File: config.mk
export PLATFORM = sky130hd
export DESIGN_NAME = mvt_vote
export DESIGN_NICKNAME = d
export VERILOG_FILES = /design/src/design/mvt_pkg.sv /design/src/design/mvt_vote.sv
export SDC_FILE = /design/constraint.sdc
export NUM_CORES = 1
export LEC_CHECK = 0
export ABC_AREA = 1
export BUFFER_PORTS_ARGS = -buffer_cell sky130_fd_sc_hd__buf_2
export CELL_PAD_IN_SITES_DETAIL_PLACEMENT = 1
export CELL_PAD_IN_SITES_GLOBAL_PLACEMENT = 1
export CORE_MARGIN = 1.5
export CORE_UTILIZATION = 36
export DETAILED_ROUTE_END_ITERATION = 8
export GPL_TIMING_DRIVEN = 0
export HOLD_SLACK_MARGIN = 0.05
export PLACE_DENSITY_LB_ADDON = 0.15
export SYNTH_ARGS = -nofsm -noshare
export SYNTH_HDL_FRONTEND = slang
export SYNTH_SLANG_ARGS = --single-unit
File: constraint.sdc
create_clock -name clk -period 2.95 [get_ports clk]
set_clock_uncertainty 0.1 [all_clocks]
set_input_delay 0.59 -clock clk [delete_from_list [all_inputs] [get_ports clk]]
set_output_delay 0.59 -clock clk [all_outputs]
set_load 0.005 [all_outputs]
File: src/design/mvt_pkg.sv
package mvt_pkg;

  typedef enum logic [1:0] {
    ST_LOAD,
    ST_COUNT,
    ST_EMIT
  } state_t;

  typedef struct packed {
    logic vote_en;
    logic tally_en;
    logic clear;
  } vote_ctl_t;

  typedef struct packed {
    logic first_ok;
    logic second_ok;
  } vote_sts_t;

endpackage

File: src/design/mvt_vote.sv
module mvt_vote #(
  parameter int VALUE_BITS = 32,
  parameter int LEN_BITS = 11
) (
  input  logic                  clk,
  input  logic                  rst_n,
  input  mvt_pkg::vote_ctl_t    ctl,
  input  logic [VALUE_BITS-1:0] vote_value,
  input  logic [VALUE_BITS-1:0] tally_value,
  input  logic [LEN_BITS-1:0]   list_len,
  output logic [VALUE_BITS-1:0] cand_first,
  output logic [VALUE_BITS-1:0] cand_second,
  output mvt_pkg::vote_sts_t    sts
);

  logic [VALUE_BITS-1:0] c1_r, c1_nxt, c2_r, c2_nxt;
  logic [LEN_BITS-1:0]   v1_r, v1_nxt, v2_r, v2_nxt;
  logic [LEN_BITS-1:0]   t1_r, t1_nxt, t2_r, t2_nxt;
  logic                  s1_r, s1_nxt, s2_r, s2_nxt;
  logic                  m1, m2;
  logic [LEN_BITS+1:0]   t1_x3, t2_x3, len_ext;

  assign m1 = s1_r && (vote_value == c1_r);
  assign m2 = s2_r && (vote_value == c2_r);

  always_comb begin
    c1_nxt = c1_r;
    c2_nxt = c2_r;
    v1_nxt = v1_r;
    v2_nxt = v2_r;
    s1_nxt = s1_r;
    s2_nxt = s2_r;
    t1_nxt = t1_r;
    t2_nxt = t2_r;
    if (ctl.clear) begin
      c1_nxt = '0;
      c2_nxt = '0;
      v1_nxt = '0;
      v2_nxt = '0;
      s1_nxt = 1'b0;
      s2_nxt = 1'b0;
      t1_nxt = '0;
      t2_nxt = '0;
    end else if (ctl.vote_en) begin
      priority if (v1_r == '0 && !m2) begin
        c1_nxt = vote_value;
        s1_nxt = 1'b1;
        v1_nxt = LEN_BITS'(1);
      end else if (v2_r == '0 && !m1) begin
        c2_nxt = vote_value;
        s2_nxt = 1'b1;
        v2_nxt = LEN_BITS'(1);
      end else if (m1) begin
        v1_nxt = v1_r + LEN_BITS'(1);
      end else if (m2) begin
        v2_nxt = v2_r + LEN_BITS'(1);
      end else begin
        v1_nxt = v1_r - LEN_BITS'(1);
        v2_nxt = v2_r - LEN_BITS'(1);
      end
    end else if (ctl.tally_en) begin
      priority if (s1_r && tally_value == c1_r) begin
        t1_nxt = t1_r + LEN_BITS'(1);
      end else if (s2_r && tally_value == c2_r) begin
        t2_nxt = t2_r + LEN_BITS'(1);
      end
    end
  end

  always_ff @(posedge clk) begin
    if (!rst_n) begin
      c1_r <= '0;
      c2_r <= '0;
      v1_r <= '0;
      v2_r <= '0;
      s1_r <= 1'b0;
      s2_r <= 1'b0;
      t1_r <= '0;
      t2_r <= '0;
    end else begin
      c1_r <= c1_nxt;
      c2_r <= c2_nxt;
      v1_r <= v1_nxt;
      v2_r <= v2_nxt;
      s1_r <= s1_nxt;
      s2_r <= s2_nxt;
      t1_r <= t1_nxt;
      t2_r <= t2_nxt;
    end
  end

  // A tally exceeds floor(n/3) exactly when three times the tally exceeds n.
  assign t1_x3   = {1'b0, t1_r, 1'b0} + {2'b00, t1_r};
  assign t2_x3   = {1'b0, t2_r, 1'b0} + {2'b00, t2_r};
  assign len_ext = {2'b00, list_len};

  assign sts.first_ok  = s1_r && (t1_x3 > len_ext);
  assign sts.second_ok = s2_r && (t2_x3 > len_ext) && !(s1_r && c1_r == c2_r);

  assign cand_first  = c1_r;
  assign cand_second = c2_r;

endmodule

==> results.sh, run 1 <==
export IMPL_status="finished with violations"
export IMPL_violations="negative setup slack"
export IMPL_yosys_most_used_dff="dfxtp_1"
export IMPL_hold_class="flip-flop to flip-flop"
export IMPL_critPathCaptureType="primary output"
export IMPL_syn2layout_area_growth_pct=30.9
export IMPL_crit_start="t2_r[2]"
export IMPL_finalMaxSlewViolations=0
export IMPL_coreArea_mm2=0.0269
export IMPL_grt_antenna_before_repair=2
export IMPL_seq_area_frac_synth_pct=22.4
export IMPL_wire_per_inst_um=20.1
export IMPL_die_w_um=168
export IMPL_insertion_delay_ns=0.37
export IMPL_drt_pre_antenna_iters=7
export IMPL_cp_arrival_ns=2.95
export IMPL_rsz0062_at_grt="yes"
export IMPL_synth_largest_area_cell="dfxtp_1"
export IMPL_tightest_slew_ns=0.717
export IMPL_grt_max_degree=19
export IMPL_dieArea_mm2=0.0284
export IMPL_clock_root_buffer="clkbuf_16"
export IMPL_maxCapViolations=0
export IMPL_yosysWarnings=0
export IMPL_synth_cells=1660
export IMPL_p_leak_nw=6.27
export IMPL_drive_gt1_share_pct=26.7
export IMPL_cts_tree="done"
export IMPL_initial_core_util_pct=36.6
export IMPL_utilization_pct=48.0
export IMPL_synth_top_area_share_pct=22.4
export IMPL_synth_area_per_cell_um2=5.93
export IMPL_setup_violations=2
export IMPL_viasPerCell=5.42
export IMPL_grtUsageTotal_pct=30.9
export IMPL_power_mw=9.66
export IMPL_rows=60
export IMPL_drtAntennaViolNets=0
export IMPL_cp_max_fo=3
export IMPL_async_flop_share_pct=0
export IMPL_r2r_start="cand_first[23]"
export IMPL_cts_sinks=110
export IMPL_fin_crit_sh_pct=123
export IMPL_hpwl_um=34700
export IMPL_gp_congestion=0.957
export IMPL_fmax_ghz=0.275
export IMPL_drtIter0Drc=837
export IMPL_synth_area_leaders="dfxtp_1 22%, nand2_1 18%, nor2_1 9.0%"
export IMPL_clk_pin_slew_worst_paths_ns=0.08
export IMPL_wirelength_um=44700
export IMPL_relSlewSlack_pct=52.2
export IMPL_hold_path_startpoint="v1_r[9]"
export IMPL_finalHoldViolations=0
export IMPL_synth_edf_count=0
export IMPL_grt_overflow=0
export IMPL_cp_required_ns=2.26
export IMPL_htree_levels=3
export IMPL_fin_tns_setup_ns=-1.26
export IMPL_io_pins=146
export IMPL_ys_seq_elements=110
export IMPL_routedLengthMet1_um=19800
export IMPL_finalNetCount=2022
export IMPL_cts_buffer_depth=2
export IMPL_cts_buffers=9
export IMPL_start_kind="flip-flop"
export IMPL_crit_type="flip-flop to primary output"
export IMPL_yosys_cell_types_count=40
export IMPL_grt_pass1_wl_um=67300
export IMPL_power_density_mw_per_mm2=750
export IMPL_setup_slack_ns=-0.689
export IMPL_drc=0
export IMPL_wl_met2_um=20800
export IMPL_max_vdd_ir_drop_mv=0.520
export IMPL_grt_pass1_vias=11909
export IMPL_wl_met3_um=2770
export IMPL_syn_nets=1806
export IMPL_vias=12055
export IMPL_die_height_um=168
export IMPL_rrSetupSlack_ns=0.03
export IMPL_netlist_area_mm2=0.00985
export IMPL_port_buffers=144
export IMPL_min_period_ns=3.64
export IMPL_routed_top_layer="met5"
export IMPL_fillCellCount=3698
state kept, by name, indices dropped and copies added, names as in the netlist:
name / count
v1_r: 11
s1_r: 1
cand_second: 32
cand_first: 32
v2_r: 11
t2_r: 11
t1_r: 11
s2_r: 1
Yosys cell counts, types with 13 or more instances:
cell and number:
xnor2_1 38, nor3_1 34, nand2_1 482, a21oi_1 109, dfxtp_1 110, o21ai_0 90
inv_1 214, clkbuf_1 13, o22ai_1 13, nand3_1 58, ha_1 62, xor2_1 51
nand4_1 42, nor2_1 237, inv_2 15
placed cells by master (no fill, tap or decap), types with 7 or more instances in the layout:
master,n
a21oi_1,90
a21oi_2,19
buf_2,146
buf_4,63
clkbuf_1,14
clkbuf_16,9
dfxtp_1,36
dfxtp_2,25
dfxtp_4,49
ha_1,36
ha_4,24
inv_1,183
inv_2,38
inv_4,8
nand2_1,447
nand2_2,31
nand2_4,7
nand3_1,55
nand4_1,42
nor2_1,219
nor2_2,15
nor2_4,8
nor3_1,30
nor4_1,7
o21ai_0,80
o21ai_1,12
o21bai_1,7
o22ai_1,13
or2_2,7
xnor2_1,28
xor2_1,50
cells by family after synthesis:
logic type,Yosys count,share of synthesized area [%]
and+or+nand+nor,893,37.5
buffers and inverters,258,10.3
AOI/OAI and AO/OA,244,13.3
DFF,110,22.4
xor gates and xnor gates,89,7.92
adders and majority gates,66,8.69
worst paths after layout:
kind | endpoint | cells after the start
setup reg to reg | v1_r[7] | 16
setup / recovery | sts[0] | 21
hold / removal | v1_r[9] | 2
hold reg to reg | v1_r[9] | 2
critical path: stages (launching register included):
cell,delay (ns)
dfxtp_4,0.37
ha_4,0.25
a21oi_2,0.12
and2_4,0.16
inv_4,0.04
a21oi_2,0.10
nor2_1,0.05
nor2_1,0.11
xor2_1,0.16
inv_1,0.09
ha_4,0.22
a21oi_2,0.12
nor2_1,0.05
a211oi_1,0.16
o21ai_1,0.09
nand2_1,0.06
nand2_1,0.06
o41ai_2,0.05
nand3_1,0.10
nand2_1,0.07
inv_1,0.03
buf_2,0.11
where the power goes:
group | switching [mW] | leakage (nW) | internal (mW)
Combinational | 3.73 | 5.19 | 2.12
Sequential | 0.582 | 0.941 | 1.91
Clock | 0.660 | 0.147 | 0.670
metrics by stage:
stage | area [µm²] | cells | setup slack, ns | hold WS [ns]
2_1_floorplan | 9870 | 1660 | -0.0979 | 0.357
5_1_grt | 12900 | 2223 | -0.895 | 0.427
3_5_place_dp | 11000 | 2145 | -1.08 | 0.377
3_3_place_gp | 11000 | 2145 | -1.00 | 0.373
4_1_cts | 12200 | 2198 | -0.762 | 0.390
6_report | 12900 | 2223 | -0.689 | 0.395
per-layer routing:
| metal | global-route usage [%] | vias up |
|---|---|---|
| li1 | - | 5758 |
| met1 | 40.9 | 5873 |
| met2 | 51.5 | 351 |
| met3 | 4.70 | 71 |
| met4 | 9.82 | 2 |
| met5 | 0 | - |
what timing repair did:
action                     4_1_cts  5_1_grt
hold buffers                     0        0
cloned                           1        0
pin swaps                       40       55
setup endpoints to repair       21       15
gates resized for setup        204      132
buffers inserted                37       24
layout make-up:
cell class | count | area (µm²) | share of cell area [%]
plain buffers | 29 | 153 | 1.18
well taps | 341 | 427 | 3.31
inverters | 229 | 880 | 6.83
flip-flops and latches | 110 | 2420 | 18.8
clock buffers | 10 | 229 | 1.78
clock inverters | 6 | 70.1 | 0.544
repair buffers | 204 | 1210 | 9.42
multi-input cells | 1293 | 7500 | 58.2
diodes | 1 | 2.50 | 0.0194
Power figures use the tool's default switching activity.
==> inputs of run 2 (changes only) <==
--- a/config.mk
+++ b/config.mk
@@ -11,6 +11,7 @@
 export CELL_PAD_IN_SITES_GLOBAL_PLACEMENT = 1
 export CORE_MARGIN = 1.5
 export CORE_UTILIZATION = 36
+export CTS_BUF_LIST = sky130_fd_sc_hd__clkbuf_16
 export DETAILED_ROUTE_END_ITERATION = 8
 export GPL_TIMING_DRIVEN = 0
 export HOLD_SLACK_MARGIN = 0.05
==> run 2 against run 1 <==
The flow still finishes with violations (negative setup slack). Power is 62% higher. Die area did not move. Non-clock buffer count unchanged. Utilization is the same. Clock power about the same.
==> results.sh, run 2 (same netlist as run 1, synthesis figures left out) <==
export IMPL_start_kind="flip-flop"
export IMPL_cts_buffers=9
export IMPL_max_vdd_ir_drop_mv=0.815
export IMPL_drtAntennaViolNets=0
export IMPL_cp_arrival_ns=2.96
export IMPL_grt_max_degree=19
export IMPL_finalNetCount=2022
export IMPL_violations="negative setup slack"
export IMPL_hold_class="flip-flop to flip-flop"
export IMPL_fmax_ghz=0.274
export IMPL_crit_type="flip-flop to primary output"
export IMPL_p_leak_nw=6.28
export IMPL_cts_buffer_depth=2
export IMPL_insertion_delay_ns=0.37
export IMPL_cp_slowest_cell="dfxtp_4"
export IMPL_maxCapViolations=0
export IMPL_grtUsageTotal_pct=30.9
export IMPL_io_pins=146
export IMPL_critPathMaxStageDelay_ns=0.37
export IMPL_final_common_cell="nand2_1"
export IMPL_power_density_mw_per_mm2=1210
export IMPL_relSlewSlack_pct=51.3
export IMPL_wirelength_um=44600
export IMPL_place_area_mm2=0.0110
export IMPL_viasPerCell=5.42
export IMPL_clk_pin_slew_worst_paths_ns=0.08
export IMPL_mostFrequentLayoutCells="447 x nand2_1, 219 x nor2_1, 184 x inv_1, 146 x buf_2, 90 x a21oi_1"
export IMPL_cts_sinks=110
export IMPL_drtIter0Drc=806
export IMPL_port_buffers=144
export IMPL_gp_congestion=0.957
export IMPL_holdBufCountCts=0
export IMPL_die_height_um=168
export IMPL_vias=12043
export IMPL_cp_required_ns=2.26
export IMPL_grt_pass1_vias=11909
export IMPL_die_w_um=168
export IMPL_htree_levels=3
export IMPL_drive_gt1_share_pct=26.7
export IMPL_rsz0062_at_grt="yes"
export IMPL_initial_core_util_pct=36.6
export IMPL_grt_overflow=0
export IMPL_fin_crit_sh_pct=124
export IMPL_whs_ns=0.395
export IMPL_setup_violations=2
export IMPL_status="finished with violations"
export IMPL_grt_antenna_before_repair=2
export IMPL_cts_tree="done"
export IMPL_grt_pass1_wl_um=67300
export IMPL_hpwl_um=34700
export IMPL_clock_root_buffer="clkbuf_16"
export IMPL_wire_per_inst_um=20.1
export IMPL_syn2layout_area_growth_pct=30.9
export IMPL_critPathCaptureType="primary output"
export IMPL_setup_slack_ns=-0.697
export IMPL_coreArea_mm2=0.0269
export IMPL_dieArea_mm2=0.0284
export IMPL_min_period_ns=3.65
export IMPL_drt_pre_antenna_iters=5
export IMPL_fin_area_mm2=0.0129
export IMPL_cp_max_fo=3
export IMPL_finalMaxSlewViolations=0
export IMPL_finalHoldViolations=0
export IMPL_cp_cell_sequence="ha_4 -> a21oi_2 -> and2_4 -> inv_4 -> a21oi_2 -> nor2_1 -> nor2_1 -> xor2_1 -> inv_1 -> ha_4 -> a21oi_2 -> nor2_1 -> a211oi_1 -> o21ai_1 -> nand2_1 -> nand2_1 -> o41ai_2 -> nand3_1 -> nand2_1 -> inv_1 -> buf_2"
export IMPL_drc=0
export IMPL_tightest_slew_ns=0.730
export IMPL_rows=60
## run 2: critical path, delay by kind of cell (launching register included)
family	cells	cell delay, ns
buffers and inverters	4	0.27
AOI/OAI and AO/OA	6	0.64
DFF	1	0.37
adders and majority gates	2	0.47
xor gates and xnor gates	1	0.16
and+or+nand+nor	8	0.67
## run 2: final timing paths
path | from | to | slack, ns | cells past startpoint
setup / recovery | t2_r[2] | sts[0] | -0.70 | 21
hold / removal | v1_r[9] | v1_r[9] | 0.39 | 2
setup reg to reg | cand_first[23] | v1_r[7] | 0.03 | 16
hold reg to reg | v1_r[9] | v1_r[9] | 0.39 | 2
## run 2: final cells by class
cell class,instances,area (µm²)
fill,3698,14000
multi-input combinational,1293,7500
sequential,110,2420
timing repair buffer,204,1210
inverter,229,880
tap,341,427
clock buffer,9,225
buffer,29,153
clock inverter,7,73.8
antenna,1,2.50
## run 2: power by group
group          switching, mW  internal [mW]  total, mW
logic                   7.13           3.93       11.1
clock network          0.654          0.666       1.32
registers              0.997           2.24       3.24
total                   8.78           6.84       15.6
## run 2: stage by stage
step / TNS [ns] / power [mW] / instances / util, % / setup slack [ns]
floorplan: -0.0979 / 5.02 / 1660 / - / -0.0979
global placement: -15.07 / 7.24 / 2145 / 41.0 / -1.00
detailed placement: -16.90 / 6.81 / 2145 / 41.0 / -1.08
CTS: -1.37 / 9.21 / 2198 / 45.6 / -0.762
global route: -2.05 / 14.6 / 2223 / 48.0 / -0.895
finish: -1.26 / 15.6 / 2223 / 48.0 / -0.697
## run 2: repair_timing
action                     4_1_cts  5_1_grt
setup endpoints to repair       21       15
cloned                           1        0
buffers inserted                37       24
pin swaps                       40       53
gates resized for setup        204      132
## run 2: metal layers
metal	wire length, µm	track usage (%)	vias to the layer above
met2	20800	51.5	336
met5	11	0	-
li1	-	-	5766
met1	19900	40.9	5864
met4	1310	9.82	2
met3	2560	4.70	75
==> inputs of run 3 (changes only) <==
--- a/config.mk
+++ b/config.mk
@@ -7,14 +7,14 @@
 export LEC_CHECK = 0
 export ABC_AREA = 1
 export BUFFER_PORTS_ARGS = -buffer_cell sky130_fd_sc_hd__buf_2
-export CELL_PAD_IN_SITES_DETAIL_PLACEMENT = 1
+export CELL_PAD_IN_SITES_DETAIL_PLACEMENT = 0
 export CELL_PAD_IN_SITES_GLOBAL_PLACEMENT = 1
 export CORE_MARGIN = 1.5
 export CORE_UTILIZATION = 36
 export CTS_BUF_LIST = sky130_fd_sc_hd__clkbuf_16
 export DETAILED_ROUTE_END_ITERATION = 8
-export GPL_TIMING_DRIVEN = 0
 export HOLD_SLACK_MARGIN = 0.05
+export MAX_ROUTING_LAYER = met4
 export PLACE_DENSITY_LB_ADDON = 0.15
 export SYNTH_ARGS = -nofsm -noshare
 export SYNTH_HDL_FRONTEND = slang
==> run 3 against run 2 <==
The flow still finishes with violations (negative setup slack). Worst hold slack got worse by 0.0066 ns. Critical path depth is 6 lower. Utilization rose by 5.0 points. Combinational power shrank 47%. Worst setup slack better by 0.023 ns. Flip-flop and latch count is the same. Power fell by 41%. Wire length is 9.0% lower. Sequential power down 36%. Highest routed layer is now met4. Die area is the same. Largest cell class unchanged.
==> results.sh, run 3 (same netlist as run 1, synthesis figures left out) <==
export IMPL_status="finished with violations"
export IMPL_violations="negative setup slack"
export IMPL_utilization_pct=53.0
export IMPL_clk_pin_slew_worst_paths_ns=0.08
export IMPL_vias=12088
export IMPL_hpwl_um=32700
export IMPL_mostFrequentLayoutCells="458 x nand2_1, 279 x buf_4, 221 x nor2_1, 209 x inv_1, 143 x buf_2"
export IMPL_p_sw_mw=4.35
export IMPL_fillCellCount=2827
export IMPL_setup_slack_ns=-0.674
export IMPL_power_frac_clock_pct=13.5
export IMPL_cp_max_fo=3
export IMPL_min_period_ns=3.62
export IMPL_finalMaxSlewViolations=0
export IMPL_critPathCaptureType="primary output"
export IMPL_viasPerCell=4.98
export IMPL_setup_violations=2
export IMPL_cts_sinks=110
export IMPL_p_seq_share_pct=22.5
export IMPL_cts_tree="done"
export IMPL_clock_root_buffer="clkbuf_16"
export IMPL_relSlewSlack_pct=40.0
export IMPL_grt_max_degree=40
export IMPL_die_height_um=168
export IMPL_holdBufCountCts=0
export IMPL_rsz0062_at_grt="yes"
export IMPL_wire_per_inst_um=16.7
export IMPL_drc=0
export IMPL_htree_levels=3
export IMPL_grtUsageTotal_pct=28.9
export IMPL_fmax_ghz=0.276
export IMPL_die_w_um=168
export IMPL_combinationalPowerShare_pct=64.0
export IMPL_drtIter0Drc=979
export IMPL_finalHoldViolations=0
export IMPL_fin_crit_sh_pct=123
export IMPL_wirelength_um=40600
export IMPL_cts_buffer_depth=2
export IMPL_hold_class="flip-flop to flip-flop"
export IMPL_grt_antenna_before_repair=6
export IMPL_grt_overflow=0
export IMPL_p_leak_nw=7.29
export IMPL_power_mw=9.18
export IMPL_power_density_mw_per_mm2=645
export IMPL_initial_core_util_pct=36.6
export IMPL_syn2layout_area_growth_pct=44.6
export IMPL_p_int_mw=4.84
export IMPL_io_pins=146
export IMPL_max_vdd_ir_drop_mv=0.460
export IMPL_port_buffers=145
export IMPL_whs_ns=0.388
export IMPL_maxCapViolations=0
export IMPL_dieArea_mm2=0.0284
export IMPL_finalNetCount=2221
export IMPL_switching_share_pct=47.3
export IMPL_drive_gt1_share_pct=30.9
export IMPL_final_common_cell="nand2_1"
export IMPL_gp_congestion=0.999
export IMPL_drtAntennaViolNets=0
export IMPL_cts_buffers=9
export IMPL_rows=60
export IMPL_coreArea_mm2=0.0269
export IMPL_cp_arrival_ns=2.93
export IMPL_drt_pre_antenna_iters=8
export IMPL_crit_type="flip-flop to primary output"
export IMPL_start_kind="flip-flop"
export IMPL_tightest_slew_ns=0.898
export IMPL_grt_pass1_vias=11413
export IMPL_grt_pass1_wl_um=61500
export IMPL_insertion_delay_ns=0.37
export IMPL_cp_required_ns=2.26
run 3: cell count changes in the layout (fill, tap and decap cells not counted), moves of 4 or more:
cell,change
buf_4,+216
dfxtp_1,+38
dfxtp_4,-38
inv_1,+25
inv_2,-17
clkbuf_1,-13
nand2_1,+11
inv_4,-8
nand2_2,-8
diode_2,+5
xnor2_4,-5
xnor2_1,+4
run 3: stage by stage:
| step | instances | setup slack (ns) | area, µm² | TNS, ns |
|---|---|---|---|---|
| floorplan | 1660 | -0.0979 | 9870 | -0.0979 |
| global placement | 2387 | -0.360 | 12900 | -7.63 |
| detailed placement | 2387 | -0.395 | 12900 | -8.14 |
| CTS | 2408 | -0.695 | 13500 | -1.21 |
| global route | 2426 | -0.901 | 14200 | -2.18 |
| finish | 2427 | -0.674 | 14200 | -1.23 |
run 3: metal layers:
metal / vias up / share of wire (%) / track usage [%]
met2: 363 / 44 / 45.0
li1: 6151 / - / -
met1: 5498 / 45 / 37.5
met3: 76 / 6.7 / 5.48
met4: 0 / 3.6 / 10.2
met5: - / 0 / -
run 3: final timing paths:
kind	endpoint	start	slack (ns)	depth (start not counted)
setup / recovery	sts[0]	t2_r[5]	-0.67	15
hold / removal	cand_first[8]	cand_first[8]	0.39	2
setup reg to reg	v1_r[8]	cand_first[0]	0.01	19
hold reg to reg	cand_first[8]	cand_first[8]	0.39	2
run 3: timing repair:
item,4_1_cts,5_1_grt
setup buffers,5,12
resized for setup,45,158
endpoints found under the setup margin,12,16
pin swaps,15,55
gates cloned,0,1
run 3: worst max-delay path, stage by stage, from the launching register on:
cell	delay [ns]
dfxtp_1	0.36
ha_1	0.34
buf_4	0.13
inv_1	0.05
nor3_1	0.22
a21oi_2	0.11
nor2_2	0.11
nor2_1	0.06
xor2_1	0.15
ha_1	0.28
nand2_1	0.08
o41ai_2	0.34
nand3_1	0.12
nand2_1	0.07
inv_1	0.03
buf_2	0.11
run 3: power by group through the flow:
stage | sequential, mW | clock, mW | combinational, mW
finish | 2.07 | 1.24 | 5.87
global route | 2.10 | 1.32 | 6.42
CTS | 2.01 | 1.27 | 5.44
detailed placement | 2.04 | 0 | 5.39
global placement | 2.04 | 0 | 5.40
floorplan | 2.09 | 0 | 2.92
run 3: final cells by class:
| type | instances | area, µm² | area share, % |
|---|---|---|---|
| multi-input cells | 1292 | 7410 | 52.1 |
| repair buffers | 433 | 2960 | 20.8 |
| flip-flops and latches | 110 | 2270 | 16.0 |
| inverters | 229 | 860 | 6.04 |
| well taps | 341 | 427 | 3.00 |
| clock buffers | 10 | 250 | 1.76 |
| clock inverters | 6 | 36.3 | 0.255 |
| diodes | 6 | 15.0 | 0.105 |
